===== src/hw/rtl/dbscl_pkg.sv =====
// dbscl_pkg: constants, types and command/status structs of the dbscan cluster labeler
// no dependencies; used by every other file of the block but dbscl_ram
`default_nettype none

package dbscl_pkg;

	localparam int MAX_POINTS = 64;
	localparam int MAX_DIMS   = 4;
	localparam int COORD_BITS = 16;

	localparam int IDX_W  = $clog2(MAX_POINTS);
	localparam int CNT_W  = $clog2(MAX_POINTS + 1);
	localparam int PT_W   = MAX_DIMS * COORD_BITS;
	localparam int SQ_W   = 2 * COORD_BITS;
	localparam int SUM_W  = SQ_W + $clog2(MAX_DIMS + 1);
	localparam int ACC_W  = COORD_BITS + CNT_W;
	localparam int MAG_W  = ACC_W - 1;

	// fixed field widths
	localparam int EPS_W     = 16;
	localparam int MINP_W    = 7;
	localparam int DIMS_W    = 3;
	localparam int CFG_W     = 16;
	localparam int CFG_IDX_W = 2;
	localparam int OIDX_W    = 6;
	localparam int CID_W     = 7;
	localparam int KIND_W    = 2;

	// register indexes
	localparam logic [CFG_IDX_W-1:0] REG_EPS     = 2'd0;
	localparam logic [CFG_IDX_W-1:0] REG_MIN_PTS = 2'd1;
	localparam logic [CFG_IDX_W-1:0] REG_DIMS    = 2'd2;

	localparam logic [EPS_W-1:0]  EPS_RST  = 16'd256;
	localparam logic [MINP_W-1:0] MINP_RST = 7'd4;
	localparam logic [DIMS_W-1:0] DIMS_RST = 3'd2;

	// point kinds
	localparam logic [KIND_W-1:0] KIND_NOISE  = 2'd0;
	localparam logic [KIND_W-1:0] KIND_BORDER = 2'd1;
	localparam logic [KIND_W-1:0] KIND_CORE   = 2'd2;

	// length of the drain after the last pair issue, before the row is written back
	localparam int PAIR_LAT = 2;

	typedef logic [IDX_W-1:0]      idx_t;
	typedef logic [CNT_W-1:0]      cnt_t;
	typedef logic [CID_W-1:0]      cid_t;
	typedef logic [MAX_POINTS-1:0] row_t;
	typedef logic [PT_W-1:0]       pt_t;

	typedef struct packed {
		logic in_ready;
		logic pt_we;
		idx_t pt_waddr;
		idx_t idx;
		idx_t jdx;
		logic vis_clear;
		logic pair_issue;
		logic row_wb;
		logic seed;
		logic sweep_issue;
		logic nb_rd_j;
		logic member_wr;
		logic rl_capture;
		logic lab_rd_first;
		logic rl_write;
		logic div_start;
		logic out_load;
		logic last;
		logic ovf;
		cid_t cid;
	} cmd_t;

	typedef struct packed {
		logic in_valid;
		logic in_last;
		logic seed_ok;
		logic pend_empty;
		logic div_busy;
		logic out_busy;
	} sts_t;

endpackage

`default_nettype wire


===== src/hw/rtl/dbscl_ctrl.sv =====
// dbscl_ctrl: sequencer of the labeler: load, pair pass, cluster growth, relabel, mean, emit
// depends on dbscl_pkg
`default_nettype none

module dbscl_ctrl (
	input  logic            clk,
	input  logic            arst_n,
	input  dbscl_pkg::sts_t sts,
	output dbscl_pkg::cmd_t cmd
);
	import dbscl_pkg::*;

	localparam int ST_W = 5;
	localparam logic [ST_W-1:0] ST_LOAD    = 5'd0;
	localparam logic [ST_W-1:0] ST_P_ISS   = 5'd1;
	localparam logic [ST_W-1:0] ST_P_DRN   = 5'd2;
	localparam logic [ST_W-1:0] ST_P_WB    = 5'd3;
	localparam logic [ST_W-1:0] ST_SEED    = 5'd4;
	localparam logic [ST_W-1:0] ST_SWP     = 5'd5;
	localparam logic [ST_W-1:0] ST_SWP_END = 5'd6;
	localparam logic [ST_W-1:0] ST_SWP_CHK = 5'd7;
	localparam logic [ST_W-1:0] ST_LWR     = 5'd8;
	localparam logic [ST_W-1:0] ST_RL_A    = 5'd9;
	localparam logic [ST_W-1:0] ST_RL_B    = 5'd10;
	localparam logic [ST_W-1:0] ST_RL_C    = 5'd11;
	localparam logic [ST_W-1:0] ST_RL_D    = 5'd12;
	localparam logic [ST_W-1:0] ST_DIV_GO  = 5'd13;
	localparam logic [ST_W-1:0] ST_DIV_W   = 5'd14;
	localparam logic [ST_W-1:0] ST_EM_A    = 5'd15;
	localparam logic [ST_W-1:0] ST_EM_B    = 5'd16;

	localparam int DRN_W = $clog2(PAIR_LAT + 1);

	logic [ST_W-1:0]  state_q, state_d;
	idx_t             i_q, i_d, j_q, j_d;
	logic [DRN_W-1:0] drn_q, drn_d;
	cid_t             cid_q, cid_d;
	cnt_t             cnt_q, cnt_d;
	logic             ovf_q, ovf_d;
	cnt_t             nm1_c;
	idx_t             nm1;

	assign nm1_c = cnt_q - CNT_W'(1);
	assign nm1   = nm1_c[IDX_W-1:0];

	always_comb begin
		state_d = state_q;
		i_d     = i_q;
		j_d     = j_q;
		drn_d   = drn_q;
		cid_d   = cid_q;
		cnt_d   = cnt_q;
		ovf_d   = ovf_q;
		cmd          = '0;
		cmd.idx      = i_q;
		cmd.jdx      = j_q;
		cmd.cid      = cid_q;
		cmd.ovf      = ovf_q;
		cmd.pt_waddr = cnt_q[IDX_W-1:0];
		unique case (state_q)
			ST_LOAD: begin
				cmd.in_ready = 1'b1;
				if (sts.in_valid) begin
					if (cnt_q < CNT_W'(MAX_POINTS)) begin
						cmd.pt_we = 1'b1;
						cnt_d     = cnt_q + 1'b1;
					end else begin
						ovf_d = 1'b1;
					end
					if (sts.in_last) begin
						cmd.vis_clear = 1'b1;
						i_d     = '0;
						j_d     = '0;
						cid_d   = '0;
						state_d = ST_P_ISS;
					end
				end
			end
			ST_P_ISS: begin
				cmd.pair_issue = 1'b1;
				if (j_q == nm1) begin
					drn_d   = '0;
					state_d = ST_P_DRN;
				end else begin
					j_d = j_q + 1'b1;
				end
			end
			ST_P_DRN: begin
				drn_d = drn_q + 1'b1;
				if (drn_q == DRN_W'(PAIR_LAT)) begin
					state_d = ST_P_WB;
				end
			end
			ST_P_WB: begin
				cmd.row_wb = 1'b1;
				j_d = '0;
				if (i_q == nm1) begin
					i_d     = '0;
					state_d = ST_SEED;
				end else begin
					i_d     = i_q + 1'b1;
					state_d = ST_P_ISS;
				end
			end
			ST_SEED: begin
				if (sts.seed_ok) begin
					cmd.seed = 1'b1;
					cid_d    = cid_q + 1'b1;
					j_d      = '0;
					state_d  = ST_SWP;
				end else if (i_q == nm1) begin
					i_d     = '0;
					state_d = ST_RL_A;
				end else begin
					i_d = i_q + 1'b1;
				end
			end
			ST_SWP: begin
				cmd.sweep_issue = 1'b1;
				cmd.nb_rd_j     = 1'b1;
				if (j_q == nm1) begin
					state_d = ST_SWP_END;
				end else begin
					j_d = j_q + 1'b1;
				end
			end
			ST_SWP_END: begin
				state_d = ST_SWP_CHK;
			end
			ST_SWP_CHK: begin
				j_d     = '0;
				state_d = sts.pend_empty ? ST_LWR : ST_SWP;
			end
			ST_LWR: begin
				cmd.member_wr = 1'b1;
				if (j_q == nm1) begin
					state_d = ST_SEED;
				end else begin
					j_d = j_q + 1'b1;
				end
			end
			ST_RL_A: begin
				state_d = ST_RL_B;
			end
			ST_RL_B: begin
				cmd.rl_capture = 1'b1;
				state_d = ST_RL_C;
			end
			ST_RL_C: begin
				cmd.lab_rd_first = 1'b1;
				state_d = ST_RL_D;
			end
			ST_RL_D: begin
				cmd.rl_write = 1'b1;
				if (i_q == nm1) begin
					state_d = ST_DIV_GO;
				end else begin
					i_d     = i_q + 1'b1;
					state_d = ST_RL_A;
				end
			end
			ST_DIV_GO: begin
				cmd.div_start = 1'b1;
				state_d = ST_DIV_W;
			end
			ST_DIV_W: begin
				if (!sts.div_busy) begin
					i_d     = '0;
					state_d = ST_EM_A;
				end
			end
			ST_EM_A: begin
				state_d = ST_EM_B;
			end
			ST_EM_B: begin
				if (!sts.out_busy) begin
					cmd.out_load = 1'b1;
					cmd.last     = i_q == nm1;
					if (i_q == nm1) begin
						cnt_d   = '0;
						ovf_d   = 1'b0;
						state_d = ST_LOAD;
					end else begin
						i_d     = i_q + 1'b1;
						state_d = ST_EM_A;
					end
				end
			end
			default: begin
				state_d = ST_LOAD;
			end
		endcase
	end

	always_ff @(posedge clk or negedge arst_n) begin
		if (!arst_n) begin
			state_q <= ST_LOAD;
			i_q     <= '0;
			j_q     <= '0;
			drn_q   <= '0;
			cid_q   <= '0;
			cnt_q   <= '0;
			ovf_q   <= 1'b0;
		end else begin
			state_q <= state_d;
			i_q     <= i_d;
			j_q     <= j_d;
			drn_q   <= drn_d;
			cid_q   <= cid_d;
			cnt_q   <= cnt_d;
			ovf_q   <= ovf_d;
		end
	end

`ifndef ASSERT_OFF
	a_cnt_cap: assert property (@(posedge clk) disable iff (!arst_n)
		cnt_q <= CNT_W'(MAX_POINTS))
		else $error("point count beyond capacity");
	a_load_free: assert property (@(posedge clk) disable iff (!arst_n)
		cmd.out_load |-> !sts.out_busy)
		else $error("result register overwritten");
	a_issue_range: assert property (@(posedge clk) disable iff (!arst_n)
		(cmd.pair_issue || cmd.sweep_issue) |-> (CNT_W'(j_q) < cnt_q))
		else $error("column index past stored points");
	a_seed_sweep: assert property (@(posedge clk) disable iff (!arst_n)
		cmd.seed |=> (state_q == ST_SWP && j_q == '0))
		else $error("seed not followed by sweep");
`endif
endmodule

`default_nettype wire


===== config.mk =====
export PLATFORM = sky130hd
export DESIGN_NAME = dbscl_ctrl
export DESIGN_NICKNAME = d
export VERILOG_FILES = /design/src/hw/rtl/dbscl_pkg.sv /design/src/hw/rtl/dbscl_ctrl.sv
export SDC_FILE = /design/constraint.sdc
export NUM_CORES = 1
export LEC_CHECK = 0
export ABC_AREA = 1
export CORE_ASPECT_RATIO = 0.6
export CORE_MARGIN = 2
export CORE_UTILIZATION = 60
export CTS_BUF_LIST = sky130_fd_sc_hd__clkbuf_2 sky130_fd_sc_hd__clkbuf_4 sky130_fd_sc_hd__clkbuf_8
export CTS_CLUSTER_DIAMETER = 200
export DETAILED_ROUTE_END_ITERATION = 10
export DONT_BUFFER_PORTS = 1
export GPL_ROUTABILITY_DRIVEN = 0
export GPL_TIMING_DRIVEN = 1
export HOLD_SLACK_MARGIN = 0.02
export PLACE_DENSITY_LB_ADDON = 0.25
export SETUP_SLACK_MARGIN = 0.4
export SYNTH_ARGS = -nofsm -noshare
export SYNTH_HDL_FRONTEND = slang
export SYNTH_SLANG_ARGS = --single-unit

===== constraint.sdc =====
create_clock -name clk -period 2.1 [get_ports clk]
set_input_delay 0 -clock clk [delete_from_list [all_inputs] [get_ports clk]]
set_output_delay 0 -clock clk [all_outputs]
set_load 0.005 [all_outputs]

==> flow_summary_export.csv <==
group,metric,value,unit
grt,antenna_found_initial,0,
clocking,clock-sinks,34,
logic_synthesis,synth-edff-count,0,
die,die_h,56.4,um
logic_synthesis,synthesis.area,0.00275,sq mm
logic_synthesis,ys_seq_area_frac,0.309,
clocking,cts_buffers,5,
grt,first_global_vias,2551,
die,die_w,91.4,um
sta,clock_skew,0.00612,ns
place,io_buffers,0,
drt,drt_iter0_drc,343,
drt,drt_pass1_iterations,7,
logic_synthesis,synth_cell_types,40,
run_status,outcome,"complete, no violations",
drt,wire_per_inst,17.1,um
pwr,p_per_area,1600,mW/mm^2
clocking,htree_num_levels,2,
place,hpwlAfterDp,5.50,mm
drt,drc,0,
sta,period_share,0.946,
sta,finalSetupTns,0,ns
finish,syn_to_final_growth,28.2,%
sta,setup_viol,0,
critical_path,worst_ep_arrival_time,2.17,ns
pwr,ir_worst_vdd,1.05,mV
sta,fmax,503,MHz
grt,gr-usage-all-layers,0.310,
critical_path,r2r_setup_slack,0.11,ns
grt,grt_overflow_total,0,
critical_path,critical_path_class,"flip-flop to flip-flop",
sta,whs,0.0216,ns
logic_synthesis,ys_ff_latch,34,
logic_synthesis,syn_area_per_cell,7.02,sq um
critical_path,required,2.29,ns
die,dieArea,0.00516,sq mm
sta,hold_viol_final,0,
clocking,clock_latency,0.29,ns
logic_synthesis,yosys_warnings,0,
clocking,clockRootBuffer,"clkbuf_8",
drt,num_vias,2948,
logic_synthesis,synthesis.nets,406,
grt,grt_pass1_wl,12.5,mm
die,num_io_pins,49,
finish,drive_gt1_frac,0.356,
critical_path,endpoint_kind,"flip-flop",
pwr,p_leak,1.72,nW
sta,rsz0062_at_grt,"true",
min_path,hold_path_class,"primary input to primary output",
run,drv_cap,0,
critical_path,critPathMaxFanout,8,
finish,diodes,0,
finish,fin_nets,445,
logic_synthesis,ys.flop_type,"dfrtp_1",
grt,grt_start_max_net_pins,35,
critical_path,timing.rr.start,"cnt_q[1]",
drt,viasPerCell,5.96,
clocking,path_clk_slew,0.07,ns
clocking,clockBufferDepth,2,
critical_path,startpoint,"cnt_q[1]",
drt,ant_nets,0,
logic_synthesis,syn-instance-count,392,
die,fp.coreArea,0.00449,sq mm
sta,relSlewSlack,0.413,
logic_synthesis,synth-async-reset-ratio,1.00,
drt,wl,8.47,mm
sta,tightest_slew,0.871,ns
clocking,cts_tree,"done",
sta,final_max_slew_viol_count,0,
die,start_util,0.612,
critical_path,worstSetupStartpointType,"flip-flop",
sta,fin_crit,1.99,ns
min_path,hp-start,"sts[0]",
die,row_count,19,
power breakdown:
part	leakage, nW	total (mW)	switching, mW	internal [mW]
sequential	0.446	1.07	0.251	0.819
clock	0.0517	0.518	0.240	0.277
combinational	1.22	4.05	2.48	1.57
layout by cell type, fill, tap and decap left out, types with 6 or more instances in the layout:
cell      count
nor2_4       13
o21ai_0      11
nor2_2        9
nand3_1      31
nand4_1      14
nor3_1        6
nand2_4      10
nand3_2      13
inv_1        36
nand2_2      18
clkbuf_8      6
dfrtp_2       8
inv_2         8
nor2_1       24
xor2_1       14
buf_4        36
nand2_1      88
dfrtp_1      26
cell usage after synthesis (3+ instances only):
cell,number,share of area
nand2_2,9,0.020
nor3_1,9,0.016
xor2_1,15,0.048
dfrtp_1,34,0.31
inv_2,7,0.0096
nand2_1,105,0.14
nor2_2,7,0.016
nand4_1,14,0.032
buf_4,9,0.025
o21ai_0,16,0.029
nand3_2,3,0.011
a31oi_1,4,0.0091
nor2_4,7,0.029
nand3_1,44,0.080
inv_1,39,0.053
a21oi_1,3,0.0055
ha_1,6,0.027
nor2_1,32,0.044
what timing repair did:
item / 4_1_cts / 5_1_grt
cloned: 1 / 0
setup buffers: 19 / 9
hold endpoints to repair: 36 / 0
hold buffers: 4 / 0
pin swaps: 18 / 29
endpoints found under the setup margin: 29 / 32
gates resized for setup: 26 / 53
state kept, by name, summed over array words and instances, names as in the netlist:
name,cells
cnt_q,7
cid_q,7
state_q,5
j_q,6
i_q,6
ovf_q,1
drn_q,2
cells by family (layout without fill, tap and decap cells):
kind of cell / count (synthesis) / count (layout) / share of synthesized area
buffers and inverters: 61 / 100 / 0.101
xor gates and xnor gates: 16 / 16 / 0.0510
DFF: 34 / 34 / 0.309
AOI/OAI and AO/OA: 34 / 34 / 0.0792
and+or+nand+nor: 241 / 242 / 0.432
adders and majority gates: 6 / 6 / 0.0273
routing by layer:
metal / routed length (um) / GRT usage / vias up
met3: 983 / 0.0980 / 34
li1: - / - / 1349
met2: 3720 / 0.438 / 194
met1: 3570 / 0.464 / 1371
met5: 0 / 0 / -
met4: 193 / 0.0628 / 0
metrics by stage:
stage          worst slack [ns]   util  total power [mW]  cell area [sq um]  instances
2_1_floorplan             0.281      -              3.23               2790        392
3_3_place_gp              0.172  0.637              3.73               2860        454
3_5_place_dp              0.143  0.637              3.79               2860        454
4_1_cts                   0.205  0.722              4.85               3240        486
5_1_grt                  0.0303  0.784              5.99               3520        495
6_report                  0.114  0.784              5.64               3520        495
worst max-delay path, stage by stage (launching register included):
cell and delay, ns:
dfrtp_2 0.38, inv_2 0.05, ha_4 0.29, xor2_1 0.14, nand2_1 0.10, nor2_2 0.14
nand2_2 0.08, nor2_4 0.12, nand2_4 0.11, o21ai_4 0.27, inv_4 0.07, nand2_2 0.07
nand2_2 0.04
worst paths after layout:
path	cells past startpoint	end
worst min-delay path	1	cmd[8]
worst max-delay path	12	i_q[4]
worst min register to register	1	drn_q[0]
worst max register to register	12	i_q[4]
min in group asynchronous	2	cnt_q[5]
max in group asynchronous	2	state_q[0]
final cells by class:
type	count	area, sq um
Multi-Input combinational cell	298	1920
Fill cell	270	968
Sequential cell	34	861
Timing Repair Buffer	44	374
Inverter	48	193
Clock buffer	7	90.1
Tap cell	63	78.8
Clock inverter	1	5.00
Power figures use the tool's default switching activity.
